File: config.mk
export PLATFORM = sky130hd
export DESIGN_NAME = slip_frame_decoder
export DESIGN_NICKNAME = d
export VERILOG_FILES = /design/src/design/sfd_pkg.sv /design/src/design/slip_frame_decoder.sv /design/src/design/sfd_decode.sv
export SDC_FILE = /design/constraint.sdc
export NUM_CORES = 1
export LEC_CHECK = 0
export BUFFER_PORTS_ARGS = -buffer_cell sky130_fd_sc_hd__buf_2
export CORE_ASPECT_RATIO = 1.5
export CORE_MARGIN = 4
export CORE_UTILIZATION = 35
export DETAILED_ROUTE_END_ITERATION = 6
export MAX_ROUTING_LAYER = met4
export PLACE_DENSITY_LB_ADDON = 0.08
export SYNTH_ARGS = -nofsm -noshare
export SYNTH_HDL_FRONTEND = slang
export SYNTH_SLANG_ARGS = --single-unit
File: constraint.sdc
create_clock -name clk_i -period 10.24 [get_ports clk_i]
set_input_delay 1.024 -clock clk_i [delete_from_list [all_inputs] [get_ports clk_i]]
set_output_delay 1.024 -clock clk_i [all_outputs]
set_load 0.005 [all_outputs]
File: src/design/sfd_pkg.sv
// types and constants shared by the slip frame decoder
`default_nettype none
package sfd_pkg;

  localparam logic [7:0]  SlipEnd       = 8'hC0;
  localparam logic [7:0]  SlipEsc       = 8'hDB;
  localparam logic [7:0]  SlipEscEnd    = 8'hDC;
  localparam logic [7:0]  SlipEscEsc    = 8'hDD;
  localparam logic [7:0]  SixEnd        = 8'h70;
  localparam logic [7:0]  SixBase       = 8'h30;
  localparam logic [15:0] StdMinLength  = 16'd2;
  localparam logic [15:0] SixMinLength  = 16'd8;
  localparam logic [15:0] CapacityReset = 16'd1152;
  localparam logic [3:0]  SixBits       = 4'd6;
  localparam logic [3:0]  ByteBits      = 4'd8;

  typedef enum logic {
    CfgSixBitMode   = 1'b0,
    CfgCapacity     = 1'b1
  } cfg_index_e;

  typedef enum logic {
    KindData     = 1'b0,
    KindFrameEnd = 1'b1
  } result_kind_e;

  typedef struct packed {
    logic        escape_pending;
    logic [15:0] byte_count;
    logic [15:0] bit_accumulator;
    logic [3:0]  bits_held;
    logic        frame_overrun;
  } frame_state_t;

  typedef struct packed {
    result_kind_e kind;
    logic [7:0]   data_byte;
    logic [15:0]  byte_index;
    logic [15:0]  frame_length;
    logic         frame_accepted;
    logic         overrun_seen;
  } result_t;

endpackage
`default_nettype wire

File: src/design/slip_frame_decoder.sv
// slip receive deframer: standard escaped and printable six-bit modes
// a byte is held in the input register and its result in the result register before the output shows it
// throughput: one line byte per cycle unless a result waits untaken; the frame state updates in one pass per byte
// the input register and the result register each hold one beat, so input is
// taken while a result waits on the output
// reset: asynchronous active low; frame state cleared, standard mode, capacity 1152
`default_nettype none
module slip_frame_decoder (
  input  wire logic        clk_i,
  input  wire logic        rst_ni,
  input  wire logic        cfg_we_i,
  input  wire logic        cfg_index_i,
  input  wire logic [15:0] cfg_data_i,
  input  wire logic        s_axis_tvalid,
  output logic             s_axis_tready,
  input  wire logic [7:0]  s_axis_tdata,  // line_byte
  input  wire logic        s_axis_tuser,  // line_error
  output logic             m_axis_tvalid,
  input  wire logic        m_axis_tready,
  // data_byte, byte_index, frame_length, frame_accepted, overrun_seen, zero pad
  output logic [47:0]      m_axis_tdata,
  output logic             m_axis_tuser   // result_kind
);

  logic                  six_bit_mode_q;
  logic [15:0]           capacity_q;
  logic                  in_valid_q;
  logic [7:0]            in_byte_q;
  logic                  in_err_q;
  sfd_pkg::frame_state_t state_q;
  sfd_pkg::frame_state_t state_d;
  logic                  dec_valid;
  sfd_pkg::result_t      dec_result;
  logic                  out_valid_q;
  sfd_pkg::result_t      out_result_q;
  logic                  advance;

  sfd_decode u_decode (
    .six_bit_mode_i (six_bit_mode_q),
    .capacity_i     (capacity_q),
    .line_byte_i    (in_byte_q),
    .line_error_i   (in_err_q),
    .state_i        (state_q),
    .state_o        (state_d),
    .result_valid_o (dec_valid),
    .result_o       (dec_result)
  );

  assign advance       = in_valid_q && (!out_valid_q || m_axis_tready || !dec_valid);
  assign s_axis_tready = !in_valid_q || advance;

  always_ff @(posedge clk_i or negedge rst_ni) begin
    if (!rst_ni) begin
      six_bit_mode_q <= 1'b0;
      capacity_q     <= sfd_pkg::CapacityReset;
    end else if (cfg_we_i) begin
      case (sfd_pkg::cfg_index_e'(cfg_index_i))
        sfd_pkg::CfgSixBitMode: six_bit_mode_q <= cfg_data_i[0];
        sfd_pkg::CfgCapacity:   capacity_q     <= cfg_data_i;
        default:                ;
      endcase
    end
  end

  always_ff @(posedge clk_i or negedge rst_ni) begin
    if (!rst_ni) begin
      in_valid_q <= 1'b0;
    end else if (s_axis_tready) begin
      in_valid_q <= s_axis_tvalid;
    end
  end

  always_ff @(posedge clk_i) begin
    if (s_axis_tready && s_axis_tvalid) begin
      in_byte_q <= s_axis_tdata;
      in_err_q  <= s_axis_tuser;
    end
  end

  always_ff @(posedge clk_i or negedge rst_ni) begin
    if (!rst_ni) begin
      state_q <= '0;
    end else if (advance) begin
      state_q <= state_d;
    end
  end

  always_ff @(posedge clk_i or negedge rst_ni) begin
    if (!rst_ni) begin
      out_valid_q <= 1'b0;
    end else if (advance && dec_valid) begin
      out_valid_q <= 1'b1;
    end else if (m_axis_tready) begin
      out_valid_q <= 1'b0;
    end
  end

  always_ff @(posedge clk_i) begin
    if (advance && dec_valid) begin
      out_result_q <= dec_result;
    end
  end

  assign m_axis_tvalid = out_valid_q;
  assign m_axis_tuser  = out_result_q.kind;
  assign m_axis_tdata  = {6'd0,
                          out_result_q.overrun_seen,
                          out_result_q.frame_accepted,
                          out_result_q.frame_length,
                          out_result_q.byte_index,
                          out_result_q.data_byte};

`ifndef ASSERT_OFF
  a_bits_held_even: assert property (@(posedge clk_i) disable iff (!rst_ni)
    !state_q.bits_held[0] && state_q.bits_held <= sfd_pkg::SixBits)
    else $error("bits held out of range");

  a_index_below_cap: assert property (@(posedge clk_i) disable iff (!rst_ni)
    out_valid_q && out_result_q.kind == sfd_pkg::KindData |->
      out_result_q.byte_index < capacity_q)
    else $error("data beat beyond capacity");

  a_end_clears_count: assert property (@(posedge clk_i) disable iff (!rst_ni)
    advance && dec_valid && dec_result.kind == sfd_pkg::KindFrameEnd |=>
      state_q.byte_count == 16'd0 && !state_q.frame_overrun)
    else $error("frame state not cleared at end");

  a_ready_when_empty: assert property (@(posedge clk_i) disable iff (!rst_ni)
    !out_valid_q |-> s_axis_tready)
    else $error("input stalled with empty output");
`endif

endmodule
`default_nettype wire

File: src/design/sfd_decode.sv
// per-byte slip decode: next frame state and the optional result
`default_nettype none
module sfd_decode (
  input  wire logic                  six_bit_mode_i,
  input  wire logic [15:0]           capacity_i,
  input  wire logic [7:0]            line_byte_i,
  input  wire logic                  line_error_i,
  input  wire sfd_pkg::frame_state_t state_i,
  output sfd_pkg::frame_state_t      state_o,
  output logic                       result_valid_o,
  output sfd_pkg::result_t           result_o
);

  logic        store_req;
  logic [7:0]  store_val;
  logic        end_req;
  logic [15:0] end_min;
  logic [3:0]  held_sum;
  logic [3:0]  held_left;
  logic [15:0] acc_next;
  logic [7:0]  six_val;
  logic [15:0] shifted;

  always_comb begin
    six_val   = line_byte_i - sfd_pkg::SixBase;
    acc_next  = {state_i.bit_accumulator[9:0], six_val[5:0]};
    held_sum  = state_i.bits_held + sfd_pkg::SixBits;
    held_left = held_sum - sfd_pkg::ByteBits;
    shifted   = acc_next >> held_left;
  end

  always_comb begin
    state_o        = state_i;
    store_req      = 1'b0;
    store_val      = line_byte_i;
    end_req        = 1'b0;
    end_min        = sfd_pkg::StdMinLength;
    result_valid_o = 1'b0;
    result_o       = '0;

    if (!line_error_i) begin
      if (six_bit_mode_i) begin
        end_min = sfd_pkg::SixMinLength;
        if (line_byte_i == sfd_pkg::SixEnd) begin
          state_o.bits_held = '0;
          end_req           = 1'b1;
        end else if (line_byte_i >= sfd_pkg::SixBase && line_byte_i < sfd_pkg::SixEnd) begin
          state_o.bit_accumulator = acc_next;
          if (held_sum >= sfd_pkg::ByteBits) begin
            state_o.bits_held = held_left;
            store_req         = 1'b1;
            store_val         = shifted[7:0];
          end else begin
            state_o.bits_held = held_sum;
          end
        end
      end else begin
        unique case (line_byte_i)
          sfd_pkg::SlipEsc: begin
            state_o.escape_pending = 1'b1;
          end
          sfd_pkg::SlipEscEsc: begin
            state_o.escape_pending = 1'b0;
            store_req              = 1'b1;
            store_val = state_i.escape_pending ? sfd_pkg::SlipEsc : line_byte_i;
          end
          sfd_pkg::SlipEscEnd: begin
            state_o.escape_pending = 1'b0;
            store_req              = 1'b1;
            store_val = state_i.escape_pending ? sfd_pkg::SlipEnd : line_byte_i;
          end
          sfd_pkg::SlipEnd: begin
            end_req = 1'b1;
          end
          default: begin
            state_o.escape_pending = 1'b0;
            store_req              = 1'b1;
          end
        endcase
      end
    end

    if (store_req) begin
      if (state_i.byte_count < capacity_i) begin
        result_valid_o      = 1'b1;
        result_o.kind       = sfd_pkg::KindData;
        result_o.data_byte  = store_val;
        result_o.byte_index = state_i.byte_count;
        state_o.byte_count  = state_i.byte_count + 16'd1;
      end else begin
        state_o.frame_overrun = 1'b1;
      end
    end

    if (end_req) begin
      result_valid_o          = 1'b1;
      result_o.kind           = sfd_pkg::KindFrameEnd;
      result_o.frame_length   = state_i.byte_count;
      result_o.frame_accepted = state_i.byte_count > end_min;
      result_o.overrun_seen   = state_i.frame_overrun;
      state_o.byte_count      = '0;
      state_o.escape_pending  = 1'b0;
      state_o.frame_overrun   = 1'b0;
    end
  end

endmodule
`default_nettype wire

---- Word level (Yosys, flattened, before mapping) ----
Cells that the tools add are included.
word-level totals
  register bits after elaboration ......... 103
  latch bits .............................. 0
  RAM bits ................................ 0
  bits in read-only memories .............. 0
  input port bits ......................... 31
  output and inout bits ................... 51
  word-level logic and storage cells ...... 101
  memories kept ........................... 0
operators by class
  add/subtract/negate cells ............... 4
  $mul .................................... 0
  divide/modulo/power cells ............... 0
  magnitude comparators ................... 5
  equality and inequality tests ........... 9
  shifts and indexed selects .............. 1
  muxes and demuxes ....................... 39
  bitwise gates (word level) .............. 3
  reductions and logical operators ........ 23
operators by type and width
  operator               number
  $mux 8                 7
  $mux 16                3
  $eq 8x8->1 const B     4
  $mux 25                1
  $mux 24                1
  $mux 1                 20
  $mux 17                1
  $add 16x1->16 const B  1
  $gt 16x16->1           1
  $lt 16x16->1           1
  $mux 4                 4
  $pmux 8 s2             1
  $shr 16x4->8           1
  $eq 8x7->1 const B     1
  $ge 8x6->1 const B     1
  $lt 8x7->1 const B     1
  $ne 2x1->1 const B     4
  $reduce_and 4->1       2
  $reduce_bool 2->1      4
  $reduce_and 2->1       3
  $reduce_and 3->1       2
  $sub 6x6->6 const B    1
  $reduce_and 5->1       1
  $add 4x3->4 const B    1
  8 further kinds        17

---- Depth between registers and ports, before layout ----
Gate-level depths: netlist of the first run.
  depth after elaboration ................. 14
  gate-level depth with buffers ........... 11
  gate-level depth less buffers ........... 10

---- Hierarchy ----
A second synthesis of the first run with hierarchy kept.
unflattened totals
  cell total of the unflattened synthesis .. 639
  area, all modules ....................... 6681.4 µm²
modules (own cells, without submodules)
  module              times used  cells an instance  area an instance (µm²)  seq. area each (µm²)
  slip_frame_decoder  1           322                4526.8                  2990.4
  sfd_decode          1           317                2154.6                  0.0

---- Least setup slack after synthesis of the first run ----
OpenSTA, ideal clock, no wires.
  kind .................................... flip-flop to flip-flop
  start ................................... register capacity_q[10]
  end ..................................... register out_result_q, in the netlist m_axis_tdata[0] (enable)
  library setup time ...................... 0.459 ns
  arrival time ............................ 3.980 ns
  data required time ...................... 9.781 ns
  path slack .............................. 5.801 ns
  stages on the path, launching flop included .. 9
  buffers on the path ..................... 0
  period minus slack after synthesis ...... 4.439 ns
  cells stage by stage .................... dfstp_2 > inv_1 > ha_1 > and4_1 > nand2_1 > a21oi_1 > o41ai_4 > nand3_2 > a21oi_1
between the ends
  cells in the longest elaborated chain, start to end .. 8
RTL lines
  item                    line                       RTL
  start, declared         slip_frame_decoder.sv:26   logic [15:0] capacity_q;
  start signal, assigned  slip_frame_decoder.sv:55   capacity_q <= sfd_pkg::CapacityReset;
  start signal, assigned  slip_frame_decoder.sv:59   sfd_pkg::CfgCapacity: capacity_q <= cfg_data_i;
  $lt 16x16->1 *          sfd_decode.sv:84           if (state_i.byte_count < capacity_i) begin
  $mux 1 *                sfd_decode.sv:84
  $mux 1 *                sfd_decode.sv:83           if (store_req) begin
  $mux 1 *                sfd_decode.sv:95           if (end_req) begin
  $logic_not 1->1         slip_frame_decoder.sv:49   assign advance = in_valid_q && (!out_valid_q || m_axis_tready || !dec_valid);
  $logic_or 1x1->1        slip_frame_decoder.sv:49
  $logic_and 1x1->1       slip_frame_decoder.sv:49
  $logic_and 1x1->1 *     slip_frame_decoder.sv:99   if (advance && dec_valid) begin
  end signal, assigned    slip_frame_decoder.sv:100  out_result_q <= dec_result;
  end, declared           slip_frame_decoder.sv:35   sfd_pkg::result_t out_result_q;
Mark *: on every way between the ends. The rest lies on a longest branch, timed or not.
A chain may end at the register's enable or synchronous reset.

---- Final worst setup path of the first run ----
  start ................................... register state_q[2] (netlist name)
  end ..................................... output port s_axis_tready
between the ends
  cells in the longest elaborated chain, start to end .. 13
RTL lines
  item                    line                      RTL
  start, declared         slip_frame_decoder.sv:30  sfd_pkg::frame_state_t state_q;
  start signal, assigned  slip_frame_decoder.sv:84  state_q <= state_d;
  $add 4x3->4             sfd_decode.sv:27          held_sum = state_i.bits_held + sfd_pkg::SixBits;
  $ge 4x4->1              sfd_decode.sv:49          if (held_sum >= sfd_pkg::ByteBits) begin
  $mux 1                  sfd_decode.sv:49
  $mux 1                  sfd_decode.sv:47          end else if (line_byte_i >= sfd_pkg::SixBase && line_byte_i < sfd_pkg::SixEnd) begin
  $mux 1                  sfd_decode.sv:44          if (line_byte_i == sfd_pkg::SixEnd) begin
  $mux 1                  sfd_decode.sv:42          if (six_bit_mode_i) begin
  $mux 1                  sfd_decode.sv:41          if (!line_error_i) begin
  $mux 1                  sfd_decode.sv:83
  $mux 1                  sfd_decode.sv:95
  $logic_not 1->1         slip_frame_decoder.sv:49
  $logic_or 1x1->1        slip_frame_decoder.sv:49
  $logic_and 1x1->1       slip_frame_decoder.sv:49
  $logic_or 1x1->1        slip_frame_decoder.sv:50  assign s_axis_tready = !in_valid_q || advance;
  end, declared           slip_frame_decoder.sv:15  output logic s_axis_tready,
No other way between the ends.

==> results of run 1 <==
## final timing paths
| kind | from | end | slack (ns) | cells after the start |
|---|---|---|---|---|
| setup / recovery | state_q[2] | s_axis_tready | 6.00 | 9 |
| hold / removal | state_q[11] | state_q[11] | 0.50 | 1 |
| setup reg to reg | state_q[2] | m_axis_tdata[29] | 6.53 | 8 |
| hold reg to reg | state_q[11] | state_q[11] | 0.50 | 1 |
| max in group asynchronous | rst_ni | state_q[30] | 9.00 | 2 |
| min in group asynchronous | rst_ni | state_q[8] | 0.79 | 2 |
## sequential cells by signal, summed over array words and instances (netlist names)
name	flops
capacity_q	16
m_axis_tvalid	1
in_err_q	1
six_bit_mode_q	1
state_q	29
in_byte_q	8
in_valid_q	1
m_axis_tdata	42
m_axis_tuser	1
## area by class of cell
class	instances	area [um2]
Inverter	26	97.6
Timing Repair Buffer	79	405
Clock buffer	11	233
Tap cell	196	245
Sequential cell	100	2770
Clock inverter	5	78.8
Fill cell	1473	8530
Multi-Input combinational cell	307	2240
## critical path: cells and delay by family (launching register included)
family,cells,cell delay (ns)
flops,1,0.61
xor+xnor,1,0.23
simple gates,2,0.67
buf+inv,3,0.35
compound gates,2,0.78
fa+ha+maj,1,0.24
## kinds of logic after synthesis
group	share of synthesized area, %
adders and majority gates	5.28
AOI/OAI and AO/OA	10.6
other	0.0719
muxes	8.94
DFF	53.0
and+or+nand+nor	17.1
xor gates and xnor gates	0.336
buffers and inverters	4.68
## cells in the mapped netlist, types with 3 or more instances
master	count
edfxtp_1	52
dfrtp_1	46
nand2_1	43
and2_1	31
inv_1	26
mux2_2	25
nor2_1	23
ha_1	22
nand3_1	16
a21oi_1	14
clkbuf_1	13
o211ai_1	11
o21ai_0	10
buf_4	7
nor2b_1	7
a211oi_1	6
buf_2	6
mux4_2	6
nand2b_1	6
nand4_1	6
nor3_1	6
or4_1	6
a31oi_1	5
and3_1	5
mux2i_1	5
a31o_2	4
buf_1	4
nor4_1	4
or3_1	4
and4_1	3
o311ai_0	3
## power by group through the flow
stage	Sequential [mW]	Combinational (mW)	Clock, mW
6_report	0.524	0.288	0.359
5_1_grt	0.531	0.323	0.385
4_1_cts	0.525	0.292	0.369
3_5_place_dp	0.533	0.291	0
3_3_place_gp	0.531	0.287	0
2_1_floorplan	0.502	0.232	0
## per-layer routing
| metal | up-vias | track usage (%) | share of wire (%) |
|---|---|---|---|
| li1 | 1790 | - | - |
| met1 | 1840 | 18.2 | 39 |
| met2 | 108 | 29.7 | 53 |
| met3 | 34 | 2.83 | 3.9 |
| met4 | 0 | 8.00 | 4.2 |
| met5 | - | - | 0 |
## through the flow
stage / instance area [um2] / hold slack (ns) / instances / setup WS [ns]
after CTS: 6060 / 0.503 / 724 / 5.98
after global placement: 5750 / 0.488 / 708 / 6.46
final: 6060 / 0.502 / 724 / 6.00
after global routing: 6060 / 0.527 / 724 / 5.66
after floorplan: 5240 / 0.473 / 463 / 5.80
after detailed placement: 5750 / 0.488 / 708 / 6.39
==> run_results.csv, run 1 <==
group,metric,value,unit
cts,cts_setup_buffers,0,
logic_synthesis,synth.ff_latch_count,100,
global_route,antenna_found_initial,0,
power_and_ir_drop,share_seq_of_total_power,44.8,%
global_route,grt_first_pass_wirelength,21200,um
routing,dr.pass1.iters,4,
die,fp.coreArea,14600,um2
setup_path,start_kind,"flip-flop",
die,rows,54,
logic_synthesis,avgSynthCellArea,11.4,um2
power_and_ir_drop,p_switching,0.354,mW
layout,post-route-util,41.5,%
logic_synthesis,netlist_top_cells_area,"edfxtp_1 (30%), dfrtp_1 (22%), mux2_2 (5.4%), ha_1 (5.3%), and2_1 (3.7%)",
layout,final_cell_mix,"buf_2 (75), edfxtp_1 (52), dfrtp_1 (46), nand2_1 (43), and2_1 (31)",
power_and_ir_drop,p_leak,2.53,nW
global_route,grt_overflow_total,0,
placement,gp_congestion,0.939,
layout,diodes,0,
power_and_ir_drop,ir_drop,0.129,mV
cts,htreeDepth,3,
placement,io_buffers,75,
routing,drc,0,
cts,ctsHoldBuffers,0,
timing,min_period_over_period,41.4,%
setup_path,critPathMaxStageDelay,0.61,ns
setup_path,crit_top_cell,"inv_1",
global_route,track_usage,16.8,%
setup_path,worstSetupPathType,"reg2out",
setup_path,critical_path.slowest_cell,"dfrtp_1",
routing,vias,3772,
cts,cts_buffers,9,
logic_synthesis,synth_edf_count,52,
die,start_util,35.8,%
cts,cts-root-buf,"clkbuf_16",
setup_path,cp_max_fo,18,
routing,route.detailed.wl_per_inst,18.2,um
cts,cts_tree,"built",
timing,setup_viol,0,
cts,cts-resized-gates,0,
layout,syn_to_final_growth,16.2,%
timing,fmax,0.236,GHz
power_and_ir_drop,switching_share,30.3,%
status,status,"finished, final reports clean",
setup_path,cp.required,9.22,ns
timing,setup-tns-final,0,ns
timing,finalHoldViolCount,0,
logic_synthesis,yosysTopAreaCell,"edfxtp_1",
logic_synthesis,synthFlopType,"edfxtp_1",
timing,drv_slew,0,
logic_synthesis,ys_async_sr_fraction,48.0,%
power_and_ir_drop,powerDensity,193,nW/um2
global_route,grt_max_degree,49,
cts,ctsLongestPathBuffers,2,
routing,viasPerCell,5.21,
power_and_ir_drop,pwr-share-comb,24.6,%
timing,fin_skew,0.00847,ns
setup_path,cp_cell_sequence,"inv_1 > ha_1 > xnor2_1 > nand3_1 > o22ai_1 > nand3_2 > a21oi_1 > inv_1 > buf_2",
cts,cts.sinks,100,
layout,final_common_cell,"buf_2",
logic_synthesis,synth_cells,458,
logic_synthesis,yosysWarnings,0,
run,cap_violations,0,
layout,final_layout_size_suffix_gt1_share,26.1,%
global_route,grt_pass1_vias,3872,
setup_path,cp.arrival,3.22,ns
timing,period_minus_slack,4.24,ns
die,io_pins,82,
die,die_area,17000,um2
min_path,hold_class,"reg2reg",
routing,drtIter0Drc,98,
logic_synthesis,synth_top_area_share,29.9,%
power_and_ir_drop,clkPwrFrac,30.6,%
die,die-height,158,um
cts,clk_pin_slew,0.06,ns
logic_synthesis,ys_types,57,
logic_synthesis,syn_area,5220,um2
placement,hpwl,9770,um
power_and_ir_drop,p_int,0.817,mW
power_and_ir_drop,p_total,1.17,mW
routing,drtAntennaViolNets,0,
layout,layout.nets,576,
timing,max_slew_margin,32.9,%
die,die_x,108,um
timing,worstMarginPinSlew,1.01,ns
timing,grt_setup_unrepaired,"false",
logic_synthesis,ys_seq_area_share,53.0,%
routing,wirelength,13200,um
cts,clk_latency,0.35,ns
setup_path,worstSetupEndpointType,"output pin",
Note: power is estimated with default switching activity, not from simulation.
==> run 2, diff against run 1 <==
==> constraint.sdc (replaced) <==
create_clock -name clk_i -period 4.3 [get_ports clk_i]
set_input_delay 0.43 -clock clk_i [delete_from_list [all_inputs] [get_ports clk_i]]
set_output_delay 0.43 -clock clk_i [all_outputs]
set_load 0.005 [all_outputs]
==> run 2 against run 1 <==
Effect of this change:
- first-iteration DRC count increased by 50%
- total power increased by 130%
- combinational power increased by 140%
- cell area unchanged
- via count decreased by 0.40%
- final cell count increased by 0.69%
- clock power increased by 110%
- die area unchanged
- sequential share of layout area unchanged
- non-clock buffer count increased by 5
- critical path depth unchanged
- global-route usage decreased by 0.089 points
- critical path type unchanged
- largest power group unchanged
==> run_results.csv, run 2 (synthesis gave the netlist of run 1 again) <==
group,metric,value,unit
status,status,"finished, final reports clean",
layout,layout.nets,581,
setup_path,critical_path.slowest_cell,"dfrtp_1",
global_route,grt_pass1_vias,3887,
power_and_ir_drop,p_switching,0.848,mW
timing,fmax,0.302,GHz
layout,final_common_cell,"buf_2",
power_and_ir_drop,p_total,2.68,mW
cts,clk_latency,0.35,ns
placement,io_buffers,75,
routing,drtIter0Drc,147,
power_and_ir_drop,pwr-share-comb,25.9,%
routing,route.met3.wl,407,um
routing,vias,3757,
die,rows,54,
global_route,grt_max_degree,49,
global_route,grt_first_pass_wirelength,21200,um
placement,hpwl,9670,um
die,io_pins,82,
power_and_ir_drop,switching_share,31.7,%
routing,dr.pass1.iters,4,
cts,cts_buffers,9,
layout,final_cell_mix,"buf_2 (75), edfxtp_1 (52), dfrtp_1 (46), nand2_1 (43), and2_1 (31)",
global_route,antenna_found_initial,0,
timing,finalHoldViolCount,0,
setup_path,rr_worst_depth,9,
layout,fillCellCount,1438,
routing,drc,0,
timing,setup_viol,0,
power_and_ir_drop,clkPwrFrac,27.6,%
setup_path,start_kind,"flip-flop",
placement,dp_slack,1.14,ns
routing,viasPerCell,5.15,
layout,regArea,2770,um2
min_path,hold_class,"in2async",
die,die-height,158,um
setup_path,cp_cell_sequence,"inv_1 > ha_1 > xnor2_1 > nand3_1 > o22ai_1 > nand3_2 > a21oi_1 > inv_1 > buf_2",
die,fp.coreArea,14600,um2
timing,fin_ws,0.994,ns
cts,htreeDepth,3,
timing,worstMarginPinSlew,0.772,ns
cts,cts_setup_buffers,0,
timing,fin_skew,0.00926,ns
timing,drv_slew,0,
global_route,track_usage,16.7,%
die,die_x,108,um
power_and_ir_drop,share_seq_of_total_power,46.5,%
cts,clk_pin_slew,0.07,ns
routing,route.detailed.wl_per_inst,18.0,um
layout,multi_input_area,2240,um2
setup_path,ff2ff_setup_slack,1.09,ns
power_and_ir_drop,p_int,1.83,mW
timing,grt_setup_unrepaired,"false",
routing,drtAntennaViolNets,0,
timing,min_period_over_period,76.9,%
layout,layout.cells.non_filler,729,
global_route,grt_overflow_total,0,
layout,largest_reg_flops,42,
cts,cts_tree,"built",
setup_path,crit_top_cell,"inv_1",
power_and_ir_drop,powerDensity,442,nW/um2
cts,cts-resized-gates,0,
routing,met1_length,5250,um
layout,fin_area,6060,um2
routing,wirelength,13100,um
layout,final_layout_size_suffix_gt1_share,26.8,%
timing,max_slew_margin,48.4,%
setup_path,worstSetupPathType,"reg2out",
cts,ctsLongestPathBuffers,2,
die,die_area,17000,um2
cts,ctsHoldBuffers,0,
setup_path,critPathMaxStageDelay,0.63,ns
setup_path,cp.arrival,2.88,ns
power_and_ir_drop,p_leak,2.54,nW
placement,place_area,5800,um2
die,start_util,35.8,%
cts,cts-root-buf,"clkbuf_16",
setup_path,worstSetupEndpointType,"output pin",
timing,period_minus_slack,3.31,ns
run,cap_violations,0,
layout,diodes,0,
cts,cts.sinks,100,
placement,gp_congestion,0.931,
setup_path,cp_max_fo,12,
routing,highest_layer,"met4",
routing,met2_length,7050,um
layout,syn_to_final_growth,16.2,%
setup_path,cp.required,3.87,ns
power_and_ir_drop,ir_drop,0.213,mV
timing,setup-tns-final,0,ns
placement,dp.cells,713,
run 2: worst max-delay path, delay by kind of cell, from the launching register on:
family / cells / cell delay, ns
XOR/XNOR: 1 / 0.23
AO/OA/AOI/OAI: 2 / 0.69
buffers and inverters: 3 / 0.37
AND/OR/NAND/NOR: 2 / 0.37
flip-flops: 1 / 0.63
adder cells (fa/ha/maj): 1 / 0.24
run 2: power groups by stage:
stage	clock network (mW)	logic [mW]	registers (mW)
after floorplan	0	0.552	1.19
after global placement	0	0.687	1.26
after detailed placement	0	0.697	1.27
after CTS	0.762	0.701	1.25
after global routing	0.804	0.781	1.26
final	0.739	0.694	1.24
run 2: path summary, 6_finish.rpt:
path	start	endpoint
worst max-delay path	state_q[2]	s_axis_tready
worst min-delay path	rst_ni	state_q[10]
worst max register to register	state_q[2]	m_axis_tdata[17]
worst min register to register	capacity_q[6]	capacity_q[6]
max in group asynchronous	rst_ni	state_q[25]
min in group clk_i	s_axis_tdata[0]	in_byte_q[0]
run 2: layer usage:
metal	GRT usage [%]	vias to the layer above
li1	-	1811
met2	29.2	80
met3	2.50	26
met4	7.22	0
met5	-	-
met1	18.9	1840
run 2: area by class of cell:
| class | instances | share of cell area, % |
|---|---|---|
| repair buffers | 84 | 7.51 |
| flip-flops and latches | 100 | 45.6 |
| clock inverters | 6 | 0.537 |
| well taps | 196 | 4.04 |
| inverters | 26 | 1.61 |
| multi-input cells | 307 | 36.9 |
| clock buffers | 10 | 3.78 |
run 2: through the flow:
step	hold WS (ns)	utilization, %
after floorplan	0.134	-
after global placement	0.491	39.8
after detailed placement	0.491	39.8
after CTS	0.207	41.5
after global routing	0.240	41.5
final	0.184	41.5
